## src/hw/rtl/shabc_pkg.sv

```systemverilog
// Shared types, constants and the round-constant table for the SHA-256 block compressor.
// Used by shabc_ctrl, shabc_dp and sha256_block_compress_core; depends on nothing.
package shabc_pkg;

	localparam int WORD_W     = 32;
	localparam int NUM_CV     = 8;
	localparam int WIN_DEPTH  = 16;
	localparam int NUM_ROUNDS = 64;
	localparam int ROUND_W    = $clog2(NUM_ROUNDS);
	localparam int WCNT_W     = $clog2(WIN_DEPTH);
	localparam int OIDX_W     = $clog2(NUM_CV);
	localparam int CFG_IDX_W  = 4;
	localparam int OUT_DATA_W = 40;

	localparam logic [WCNT_W-1:0]  LAST_WORD_CNT = WCNT_W'(WIN_DEPTH - 1);
	localparam logic [ROUND_W-1:0] LAST_ROUND    = ROUND_W'(NUM_ROUNDS - 1);
	localparam logic [OIDX_W-1:0]  LAST_OUT_IDX  = OIDX_W'(NUM_CV - 1);

	// Standard SHA-256 initial hash values, reset contents of the init registers
	localparam logic [WORD_W-1:0] IV_RESET [NUM_CV] = '{
		32'h6a09e667, 32'hbb67ae85, 32'h3c6ef372, 32'ha54ff53a,
		32'h510e527f, 32'h9b05688c, 32'h1f83d9ab, 32'h5be0cd19
	};

	typedef enum logic [1:0] {
		ST_LOAD,
		ST_ROUND,
		ST_FINAL
	} state_t;

	// Commands from the controller to the datapath
	typedef struct packed {
		logic               load_word;
		logic               start_msg;
		logic               init_vars;
		logic               do_round;
		logic [ROUND_W-1:0] round_idx;
		logic               finish;
		logic               out_shift;
	} dp_cmd_t;

	// Round constants
	function automatic logic [WORD_W-1:0] round_k(input logic [ROUND_W-1:0] r);
		logic [WORD_W-1:0] k;
		case (r)
			6'd0:  k = 32'h428a2f98;  6'd1:  k = 32'h71374491;
			6'd2:  k = 32'hb5c0fbcf;  6'd3:  k = 32'he9b5dba5;
			6'd4:  k = 32'h3956c25b;  6'd5:  k = 32'h59f111f1;
			6'd6:  k = 32'h923f82a4;  6'd7:  k = 32'hab1c5ed5;
			6'd8:  k = 32'hd807aa98;  6'd9:  k = 32'h12835b01;
			6'd10: k = 32'h243185be;  6'd11: k = 32'h550c7dc3;
			6'd12: k = 32'h72be5d74;  6'd13: k = 32'h80deb1fe;
			6'd14: k = 32'h9bdc06a7;  6'd15: k = 32'hc19bf174;
			6'd16: k = 32'he49b69c1;  6'd17: k = 32'hefbe4786;
			6'd18: k = 32'h0fc19dc6;  6'd19: k = 32'h240ca1cc;
			6'd20: k = 32'h2de92c6f;  6'd21: k = 32'h4a7484aa;
			6'd22: k = 32'h5cb0a9dc;  6'd23: k = 32'h76f988da;
			6'd24: k = 32'h983e5152;  6'd25: k = 32'ha831c66d;
			6'd26: k = 32'hb00327c8;  6'd27: k = 32'hbf597fc7;
			6'd28: k = 32'hc6e00bf3;  6'd29: k = 32'hd5a79147;
			6'd30: k = 32'h06ca6351;  6'd31: k = 32'h14292967;
			6'd32: k = 32'h27b70a85;  6'd33: k = 32'h2e1b2138;
			6'd34: k = 32'h4d2c6dfc;  6'd35: k = 32'h53380d13;
			6'd36: k = 32'h650a7354;  6'd37: k = 32'h766a0abb;
			6'd38: k = 32'h81c2c92e;  6'd39: k = 32'h92722c85;
			6'd40: k = 32'ha2bfe8a1;  6'd41: k = 32'ha81a664b;
			6'd42: k = 32'hc24b8b70;  6'd43: k = 32'hc76c51a3;
			6'd44: k = 32'hd192e819;  6'd45: k = 32'hd6990624;
			6'd46: k = 32'hf40e3585;  6'd47: k = 32'h106aa070;
			6'd48: k = 32'h19a4c116;  6'd49: k = 32'h1e376c08;
			6'd50: k = 32'h2748774c;  6'd51: k = 32'h34b0bcb5;
			6'd52: k = 32'h391c0cb3;  6'd53: k = 32'h4ed8aa4a;
			6'd54: k = 32'h5b9cca4f;  6'd55: k = 32'h682e6ff3;
			6'd56: k = 32'h748f82ee;  6'd57: k = 32'h78a5636f;
			6'd58: k = 32'h84c87814;  6'd59: k = 32'h8cc70208;
			6'd60: k = 32'h90befffa;  6'd61: k = 32'ha4506ceb;
			6'd62: k = 32'hbef9a3f7;  default: k = 32'hc67178f2;
		endcase
		return k;
	endfunction

endpackage

```

## src/hw/rtl/shabc_ctrl.sv

```systemverilog
// Sequencer for the SHA-256 block compressor: word count, round count, output handshake.
// Depends on shabc_pkg; drives shabc_dp through a dp_cmd_t command bundle.
module shabc_ctrl
	import shabc_pkg::*;
(
	input  logic              clk,
	input  logic              arst_n,
	input  logic              in_valid,
	output logic              in_ready,
	input  logic              in_start,
	output logic              out_valid,
	input  logic              out_ready,
	output logic [OIDX_W-1:0] out_idx,
	output logic              out_last,
	output dp_cmd_t           cmd
);

	state_t             state_q, state_nx;
	logic [WCNT_W-1:0]  wcnt_q;
	logic [ROUND_W-1:0] round_q;
	logic               ovalid_q;
	logic [OIDX_W-1:0]  oidx_q;
	logic               in_acc, out_acc, block_done;

	assign in_acc     = in_valid && in_ready;
	assign out_acc    = ovalid_q && out_ready;
	// a start word becomes word 0, so it can never complete a block
	assign block_done = in_acc && !in_start && (wcnt_q == LAST_WORD_CNT);

	// next state
	always_comb begin
		state_nx = state_q;
		unique case (state_q)
			ST_LOAD: begin
				if (block_done) state_nx = ST_ROUND;
			end
			ST_ROUND: begin
				if (round_q == LAST_ROUND) state_nx = ST_FINAL;
			end
			ST_FINAL: begin
				if (!ovalid_q) state_nx = ST_LOAD;
			end
			default: state_nx = ST_LOAD;
		endcase
	end

	// outputs
	always_comb begin
		in_ready      = 1'b0;
		cmd           = '0;
		cmd.round_idx = round_q;
		cmd.out_shift = out_acc;
		unique case (state_q)
			ST_LOAD: begin
				in_ready      = 1'b1;
				cmd.load_word = in_acc;
				cmd.start_msg = in_acc && in_start;
				cmd.init_vars = block_done;
			end
			ST_ROUND: begin
				cmd.do_round = 1'b1;
			end
			ST_FINAL: begin
				cmd.finish = !ovalid_q;
			end
			default: begin
				in_ready = 1'b0;
			end
		endcase
	end

	assign out_valid = ovalid_q;
	assign out_idx   = oidx_q;
	assign out_last  = (oidx_q == LAST_OUT_IDX);

	// counters and state
	always_ff @(posedge clk or negedge arst_n) begin
		if (!arst_n) begin
			state_q  <= ST_LOAD;
			wcnt_q   <= '0;
			round_q  <= '0;
			ovalid_q <= 1'b0;
			oidx_q   <= '0;
		end else begin
			state_q <= state_nx;
			if (in_acc) begin
				wcnt_q <= in_start ? WCNT_W'(1) : wcnt_q + WCNT_W'(1);
			end
			if (state_q == ST_ROUND) round_q <= round_q + ROUND_W'(1);
			else                     round_q <= '0;
			// digest word delivery
			if (cmd.finish) begin
				ovalid_q <= 1'b1;
				oidx_q   <= '0;
			end else if (out_acc) begin
				oidx_q <= oidx_q + OIDX_W'(1);
				if (oidx_q == LAST_OUT_IDX) ovalid_q <= 1'b0;
			end
		end
	end

	// the sixteenth word of a block starts round 0 next cycle
	a_block_to_rounds: assert property (@(posedge clk) disable iff (!arst_n)
		block_done |=> (state_q == ST_ROUND) && (round_q == '0))
		else $error("block completion did not start the rounds");

	// after the last round the add-back follows
	a_rounds_end: assert property (@(posedge clk) disable iff (!arst_n)
		(state_q == ST_ROUND) && (round_q == LAST_ROUND) |=> state_q == ST_FINAL)
		else $error("round sequence did not end in the final add");

	// the output buffer is only overwritten when drained
	a_finish_free: assert property (@(posedge clk) disable iff (!arst_n)
		cmd.finish |-> !ovalid_q)
		else $error("digest buffer overwritten while busy");

	// each digest run begins at word 0
	a_idx_start: assert property (@(posedge clk) disable iff (!arst_n)
		$rose(ovalid_q) |-> oidx_q == '0)
		else $error("digest run did not start at index 0");

endmodule

```

## src/hw/rtl/shabc_dp.sv

```systemverilog
// Datapath of the SHA-256 block compressor: init registers, chaining value,
// schedule window, round logic and digest output buffer. Depends on shabc_pkg.
module shabc_dp
	import shabc_pkg::*;
(
	input  logic                 clk,
	input  logic                 arst_n,
	input  dp_cmd_t              cmd,
	input  logic [WORD_W-1:0]    in_word,
	input  logic                 cfg_we,
	input  logic [CFG_IDX_W-1:0] cfg_idx,
	input  logic [WORD_W-1:0]    cfg_wdata,
	output logic [WORD_W-1:0]    out_word
);

	logic [WORD_W-1:0] init_q [NUM_CV];
	logic [WORD_W-1:0] cv_q   [NUM_CV];
	logic [WORD_W-1:0] var_q  [NUM_CV];
	logic [WORD_W-1:0] obuf_q [NUM_CV];
	logic [WORD_W-1:0] win_q  [WIN_DEPTH];

	logic [WORD_W-1:0] w_new, t1, t2, ch, maj, s0, s1;
	logic [WORD_W-1:0] cv_sum [NUM_CV];

	function automatic logic [WORD_W-1:0] ror(input logic [WORD_W-1:0] x, input int n);
		return (x >> n) | (x << (WORD_W - n));
	endfunction

	// schedule expansion: word t+16 from the current window
	assign w_new = (ror(win_q[14], 17) ^ ror(win_q[14], 19) ^ (win_q[14] >> 10))
		+ win_q[9]
		+ (ror(win_q[1], 7) ^ ror(win_q[1], 18) ^ (win_q[1] >> 3))
		+ win_q[0];

	// one compression round
	assign ch  = (var_q[4] & var_q[5]) ^ (~var_q[4] & var_q[6]);
	assign s1  = ror(var_q[4], 6) ^ ror(var_q[4], 11) ^ ror(var_q[4], 25);
	assign t1  = win_q[0] + round_k(cmd.round_idx) + var_q[7] + ch + s1;
	assign s0  = ror(var_q[0], 2) ^ ror(var_q[0], 13) ^ ror(var_q[0], 22);
	assign maj = (var_q[0] & var_q[1]) ^ (var_q[0] & var_q[2]) ^ (var_q[1] & var_q[2]);
	assign t2  = maj + s0;

	// add-back into the chaining value
	always_comb begin
		for (int i = 0; i < NUM_CV; i++) cv_sum[i] = cv_q[i] + var_q[i];
	end

	assign out_word = obuf_q[0];

	// init registers and chaining value
	always_ff @(posedge clk or negedge arst_n) begin
		if (!arst_n) begin
			init_q <= IV_RESET;
			cv_q   <= IV_RESET;
		end else begin
			if (cfg_we && (cfg_idx < CFG_IDX_W'(NUM_CV))) begin
				init_q[cfg_idx[OIDX_W-1:0]] <= cfg_wdata;
			end
			if (cmd.start_msg)   cv_q <= init_q;
			else if (cmd.finish) cv_q <= cv_sum;
		end
	end

	// schedule window: shift line, fed by input words or expansion
	always_ff @(posedge clk) begin
		if (cmd.load_word || cmd.do_round) begin
			for (int i = 0; i < WIN_DEPTH - 1; i++) win_q[i] <= win_q[i+1];
			win_q[WIN_DEPTH-1] <= cmd.load_word ? in_word : w_new;
		end
	end

	// working variables
	always_ff @(posedge clk) begin
		if (cmd.init_vars) begin
			var_q <= cv_q;
		end else if (cmd.do_round) begin
			var_q[7] <= var_q[6];
			var_q[6] <= var_q[5];
			var_q[5] <= var_q[4];
			var_q[4] <= var_q[3] + t1;
			var_q[3] <= var_q[2];
			var_q[2] <= var_q[1];
			var_q[1] <= var_q[0];
			var_q[0] <= t1 + t2;
		end
	end

	// digest output buffer, shifted out one word per request
	always_ff @(posedge clk) begin
		if (cmd.finish) begin
			obuf_q <= cv_sum;
		end else if (cmd.out_shift) begin
			for (int i = 0; i < NUM_CV - 1; i++) obuf_q[i] <= obuf_q[i+1];
			obuf_q[NUM_CV-1] <= obuf_q[NUM_CV-1];
		end
	end

endmodule

```

## src/hw/rtl/sha256_block_compress_core.sv

```systemverilog
// Top level of the SHA-256 block compressor: stream ports, config port, ctrl + datapath.
// Depends on shabc_pkg, shabc_ctrl and shabc_dp.
//
// Takes a padded message as 32-bit big-endian words, sixteen per block; tuser marks the
// first word of a message and reloads the chaining value from the eight init registers
// (config indexes 0..7, others ignored). Words are taken one per cycle; after the
// sixteenth word the input stalls through the 64 rounds (one round per cycle in a single
// round unit) and the add-back. The eight digest words then leave through a separate
// output buffer, lowest index first, with tlast on index 7; the next block's words are
// accepted while they drain, and the add-back of that next block waits until the buffer
// is empty.
module sha256_block_compress_core
	import shabc_pkg::*;
(
	input  logic                  clk,
	input  logic                  arst_n,
	// input words
	input  logic                  s_axis_tvalid,
	output logic                  s_axis_tready,
	input  logic [WORD_W-1:0]     s_axis_tdata,   // [31:0] message_word
	input  logic [0:0]            s_axis_tuser,   // [0] start_message
	// digest words
	output logic                  m_axis_tvalid,
	input  logic                  m_axis_tready,
	output logic [OUT_DATA_W-1:0] m_axis_tdata,   // [31:0] digest_word, [34:32] word_index
	output logic                  m_axis_tlast,
	// config writes
	input  logic                  cfg_valid,
	output logic                  cfg_ready,
	input  logic [CFG_IDX_W-1:0]  cfg_index,
	input  logic [WORD_W-1:0]     cfg_data
);

	dp_cmd_t           cmd;
	logic [OIDX_W-1:0] out_idx;
	logic [WORD_W-1:0] out_word;

	assign cfg_ready = 1'b1;

	shabc_ctrl u_ctrl (
		.clk       (clk),
		.arst_n    (arst_n),
		.in_valid  (s_axis_tvalid),
		.in_ready  (s_axis_tready),
		.in_start  (s_axis_tuser[0]),
		.out_valid (m_axis_tvalid),
		.out_ready (m_axis_tready),
		.out_idx   (out_idx),
		.out_last  (m_axis_tlast),
		.cmd       (cmd)
	);

	shabc_dp u_dp (
		.clk       (clk),
		.arst_n    (arst_n),
		.cmd       (cmd),
		.in_word   (s_axis_tdata),
		.cfg_we    (cfg_valid && cfg_ready),
		.cfg_idx   (cfg_index),
		.cfg_wdata (cfg_data),
		.out_word  (out_word)
	);

	// pack digest word and its index, zero-filled to whole bytes
	assign m_axis_tdata = {(OUT_DATA_W - WORD_W - OIDX_W)'(0), out_idx, out_word};

endmodule

```

## config.mk

```make
export PLATFORM = sky130hd
export DESIGN_NAME = sha256_block_compress_core
export DESIGN_NICKNAME = d
export VERILOG_FILES = /design/src/hw/rtl/shabc_pkg.sv /design/src/hw/rtl/shabc_ctrl.sv /design/src/hw/rtl/shabc_dp.sv /design/src/hw/rtl/sha256_block_compress_core.sv
export SDC_FILE = /design/constraint.sdc
export NUM_CORES = 2
export LEC_CHECK = 0
export ABC_AREA = 1
export ABC_CLOCK_PERIOD_IN_PS = 35700
export BUFFER_PORTS_ARGS = -buffer_cell sky130_fd_sc_hd__buf_2
export CAP_MARGIN = 20
export CORE_UTILIZATION = 70
export CTS_BUF_LIST = sky130_fd_sc_hd__clkbuf_8
export CTS_CLUSTER_DIAMETER = 30
export DETAILED_ROUTE_END_ITERATION = 8
export GPL_TIMING_DRIVEN = 0
export PLACE_DENSITY = 0.87
export SKIP_CTS_REPAIR_TIMING = 1
export SYNTH_ARGS = -nofsm -noshare
export SYNTH_HDL_FRONTEND = slang
export SYNTH_SLANG_ARGS = --single-unit
```

## constraint.sdc

```tcl
create_clock -name clk -period 35.7 [get_ports clk]
set_input_delay 5.355 -clock clk [delete_from_list [all_inputs] [get_ports clk]]
set_output_delay 5.355 -clock clk [all_outputs]
set_load 0.02 [all_outputs]
```

==> metrics.md, run 1 <==
| Metric | Value |
|---|---|
| Status | stopped before the end |
| Exit stage | 5_1_grt |
| Err | [ERROR GRT-0116] Global routing finished with congestion. Check the congestion regions in the DRC Viewer. |
| # clock sinks | 1552 |
| Inserted Clock Buffers | 325 |
| Vias in the first global route | 90397 |
| HPWL after DPL | between 200000 and 300000 um |
| H-tree Lvls | 5 |
| GRT Overall Usage | 0.674 |
| First-pass GRT wire length | about 630000 um |
| Mapped Area | slightly above 90000 um2 |
| Yosys cell types | 69 |
| Avg Cell Area, Syn | 8.93 um2 |
| Ports | approximately 120 |
| Number of port buffers | 109 |
| Starting density of the core | 0.707 |
| Post-synthesis register bit count | ~1600 |
| Top post-synthesis cells by area | edfxtp_1 (34%), nand2_1 (12%), dfstp_2 (7.9%), dfrtp_1 (7.1%), ha_1 (5.5%) |
| Pin count of the biggest net entering global routing | roughly 110 |
| DIE WIDTH | 362 um |
| Synthesized instance count | 10140 |
| Prevailing post-synth register cell | edfxtp_1 |
| Post-synthesis sequential area ratio | 0.489 |
| GRT overflow | 88 |
| Post-synth top area share | 0.340 |
| Leading area contributor after synthesis | edfxtp_1 |
| Die Ht | between 300 and 400 um |
| Async SR Flop Fraction | 0.340 |
| Root buffer cell | clkbuf_8 |
| Number of cell rows | approximately 130 |
| Clock Tree Buf Depth | 4 |
| Warning count from the yosys run | 0 |
| Routability cong. | 1.18 |
| Number of synthesized flops with an enable pin | between 1000 and 1500 |
## metal layers
metal  global-route usage  GRT overflow
met1                0.728             5
met2                0.838            45
met3                0.492             4
met4                0.592            31
met5                0.209             3
## stage by stage
step | cell area, um2 | hold slack [ns] | cells | util | worst slack [ns]
floorplan | 90600 | 0.400 | 10144 | - | 17.83
global placement | 93300 | 0.400 | 11982 | 0.729 | 14.17
detailed placement | 94200 | 0.405 | 12023 | 0.736 | 25.81
CTS | 101000 | 0.384 | 12599 | 0.791 | 25.74
## synthesized netlist by cell type, types with 46 or more instances
cell         n
nand2_1   2828
inv_1     1168
edfxtp_1  1024
o21ai_0    782
nor2_1     612
nand3_1    599
a21oi_1    443
ha_1       396
dfstp_2    272
dfrtp_1    256
xor2_1     230
xnor2_1    196
fa_1       195
clkbuf_1   189
buf_2       94
nor3_1      86
o211ai_1    82
or2_2       80
nand4_1     69
a21o_1      57
nand3b_1    49
o21bai_1    48
buf_4       46
## cells by family after synthesis
logic type,Yosys count,synth area share
other cells,2,0.0000829
buf+inv,1527,0.0667
fa+ha+maj,611,0.100
simple gates,4354,0.197
compound gates,1668,0.105
flops,1552,0.489
xor+xnor,426,0.0412
==> run 2: changes to the inputs <==
Settings changed: CORE_UTILIZATION 70 to 40, CTS_BUF_LIST sky130_fd_sc_hd__clkbuf_8 to default, CTS_CLUSTER_DIAMETER 30 to default, PLACE_DENSITY 0.87 to default, PLACE_DENSITY_LB_ADDON from default to 0.15.
==> metrics.md, run 2 <==
| Metric | Value |
|---|---|
| Status | complete, but fails checks (was stopped before the end) |
| Failing checks | DRC |
| Initial antenna violation count | 36 |
| Nets | 11152 |
| Worst Path Arrival | between 10 and 15 ns |
| GRT overflow | 0 |
| Total power | between 7 and 8 mW |
| Total Die Area | roughly 230000 um2 |
| WL final | about 440000 um |
| RSZ-0062 raised after global routing | no |
| Worst Path Class, Setup | flop to flop |
| DRT Pass-1 Iters | 8 |
| Setup_tns | 0 ns |
| Pwr per Cell Area | roughly 75 nW/um2 |
| Reg-to-reg slack, setup | about 25 ns |
| Slowest stage delay, CP | 0.94 ns |
| Async SR Flop Fraction | 0.340 (unchanged) |
| Number of synthesized flops with an enable pin | 1024 (unchanged) |
| Number of cell rows | 174 (was 131) |
| Layout cells sized above 1 | 0.0931 |
| Most common cell in the netlist | nand2_1 (unchanged) |
| Reg2Reg Depth | 36 |
| Final Setup Violations | 0 |
| DIE WIDTH | 478 um (was 362 um) |
| Ports | 118 (unchanged) |
| Warning count from the yosys run | 0 (unchanged) |
| First-pass GRT wire length | around 600000 um |
| CTS clk-pin slew, worst paths | around 0.060 ns |
| GRT Overall Usage | 0.378 |
| Top reg by flops | u_dp.win_q |
| Clock Tree Buf Depth | 3 (was 4) |
| Area after DPL | 96100 um2 (was 94200 um2) |
| Starting density of the core | 0.403 (was 0.707) |
| CTS tree | built |
| CP Max Fanout | 10 |
| Prevailing post-synth register cell | edfxtp_1 (unchanged) |
| Crit share post-route | 0.298 |
| Post-synthesis sequential area ratio | 0.489 (unchanged) |
| Area Growth Syn to Fin | 12.9% |
| Setup crit end kind | flop |
| Core area | approximately 220000 um2 |
| H-tree Lvls | 4 (was 5) |
| Post-synth top area share | 0.340 (unchanged) |
| RR Startpoint | u_ctrl.round_q[0]$_DFF_PN0_ |
| Initial drt markers | roughly 9700 |
| Least-Margin Pin Slew | 1.29 ns |
| HPWL after DPL | 351000 um (was 294000 um) |
| Top post-synthesis cells by area | edfxtp_1 (34%), nand2_1 (12%), dfstp_2 (7.9%), dfrtp_1 (7.1%), ha_1 (5.5%) (unchanged) |
| Most common cell after layout, fill and taps aside | nand2_1 |
| Vias per cell | 5.75 |
| Leading area contributor after synthesis | edfxtp_1 (unchanged) |
| CP max-delay cell | o31ai_1 |
| Crit path to | u_dp.var_q[254]$_DFFE_PP_ |
| Minimum clock period | ~11 ns |
| Crit path launch | u_ctrl.round_q[0]$_DFF_PN0_ |
| Fmax | between 90 and 100 MHz |
| Pin count of the biggest net entering global routing | between 100 and 150 |
| Inserted Clock Buffers | 177 (was 325) |
| # clock sinks | 1552 (unchanged) |
| R2r endpoint | u_dp.var_q[254]$_DFFE_PP_ |
| Mapped Area | 90500 um2 (unchanged) |
| Post-synthesis register bit count | 1552 (unchanged) |
| Post-route cell area | ~100000 um2 |
| Final Max Slew Viols | 0 |
| Largest register FFs | just over 500 |
| WHS Path Cells | 0 |
| Drt wl/cell | 32.1 um |
| VDD IR max | approximately 53 uV |
| DP Worst Slack | 25.43 ns (was 25.81 ns) |
| Vias | 78407 |
| Root buffer cell | clkbuf_16 (was clkbuf_8) |
| Commonest cells post-synth | nand2_1 (2828), inv_1 (1168), edfxtp_1 (1024) (unchanged) |
| Fillers | 22203 |
| Leakage Power | 45.1 nW |
| Worst Hold Class | flop to flop |
| DRC | between 60 and 70 |
| Setup Skew | ~0.081 ns |
| Final Hold Fails | 0 |
| Vias in the first global route | around 74000 |
| Max-Cap Viols | 0 |
| Crit start category | flop |
| Crit path top cell by count | nand2_1 |
| Die Ht | 478 um (was 362 um) |
| Slew margin rel. | 0.140 |
| Yosys cell types | 69 (unchanged) |
| Worst skew pair latency | approximately 0.89 ns |
| Worst setup margin | approximately 25 ns |
| Worst EP required | roughly 36 ns |
| Avg Cell Area, Syn | 8.93 um2 (unchanged) |
| Synthesized instance count | 10140 (unchanged) |
| Post-DRT Antenna Nets | 0 |
| Routability cong. | 1.05 (was 1.18) |
| Commonest non-fill, non-tap cells in the layout | nand2_1 (2825), inv_1 (1168), edfxtp_1 (1024) |
| Number of port buffers | 109 (unchanged) |
==> run 2: area by class of cell <==
cell class | count | area (um2) | share of cell area
tap | 2992 | 3740 | 0.0366
antenna | 12 | 30.0 | 0.000294
inverter | 1175 | 4410 | 0.0431
sequential | 1552 | 44300 | 0.433
clock buffer | 224 | 4760 | 0.0465
multi-input combinational | 7065 | 40200 | 0.394
clock inverter | 109 | 1380 | 0.0135
buffer | 352 | 1640 | 0.0160
timing repair buffer | 164 | 1750 | 0.0171
==> run 2: metrics by stage <==
stage           util  cells  hold WS (ns)
4_1_cts        0.454  13631         0.381
6_report       0.455  13645         0.382
3_3_place_gp   0.422  13245         0.400
2_1_floorplan      -  10144         0.400
5_1_grt        0.455  13636         0.393
3_5_place_dp   0.427  13298         0.405
==> run 2: critical path, delay by kind of cell (launching register included) <==
family                   cells  cell delay (ns)
flip-flops                   1             0.51
adder cells (fa/ha/maj)      7             3.38
AO/OA/AOI/OAI               10             3.06
buffers and inverters        6             1.32
AND/OR/NAND/NOR             12             1.42
XOR/XNOR                     1             0.68
==> run 2: power by group <==
part	internal, mW	switching [mW]	total, mW
sequential	2.33	0.202	2.53
clock	1.09	0.844	1.93
combinational	0.991	2.19	3.18
total	4.40	3.23	7.63
==> run 2: metal layers <==
| metal | track usage | routed length [um] |
|---|---|---|
| met5 | 0 | 110 |
| met4 | 0.222 | 30300 |
| met3 | 0.0724 | 37900 |
| met2 | 0.560 | 187000 |
| met1 | 0.515 | 183000 |
==> run 2: worst min path at each step <==
stage	to	slack, ns	startpoint
2_1_floorplan	u_dp.win_q[0][100]$_DFFE_PP_	0.40	u_dp.win_q[1][4]$_DFFE_PP_
3_3_place_gp	u_dp.win_q[2][102]$_DFFE_PP_	0.40	u_dp.win_q[3][6]$_DFFE_PP_
3_5_place_dp	u_dp.win_q[0][67]$_DFFE_PP_	0.40	u_dp.win_q[0][99]$_DFFE_PP_
4_1_cts	u_dp.win_q[1][119]$_DFFE_PP_	0.38	u_dp.win_q[2][23]$_DFFE_PP_
5_1_grt	u_dp.win_q[2][56]$_DFFE_PP_	0.39	u_dp.win_q[2][88]$_DFFE_PP_
6_report	u_dp.win_q[1][119]$_DFFE_PP_	0.38	u_dp.win_q[2][23]$_DFFE_PP_
==> run 2: logic make-up (layout without fill, tap and decap cells) <==
| group | Yosys count | after routing | share of synthesized area |
|---|---|---|---|
| DFF | 1552 | 1552 | 0.489 |
| xor gates and xnor gates | 426 | 426 | 0.0412 |
| adders and majority gates | 611 | 611 | 0.100 |
| and+or+nand+nor | 4354 | 4354 | 0.197 |
| buffers and inverters | 1527 | 2024 | 0.0667 |
| AOI/OAI and AO/OA | 1668 | 1668 | 0.105 |
| other | 2 | 18 | 0.0000829 |
(Power assumes the default switching activity.)
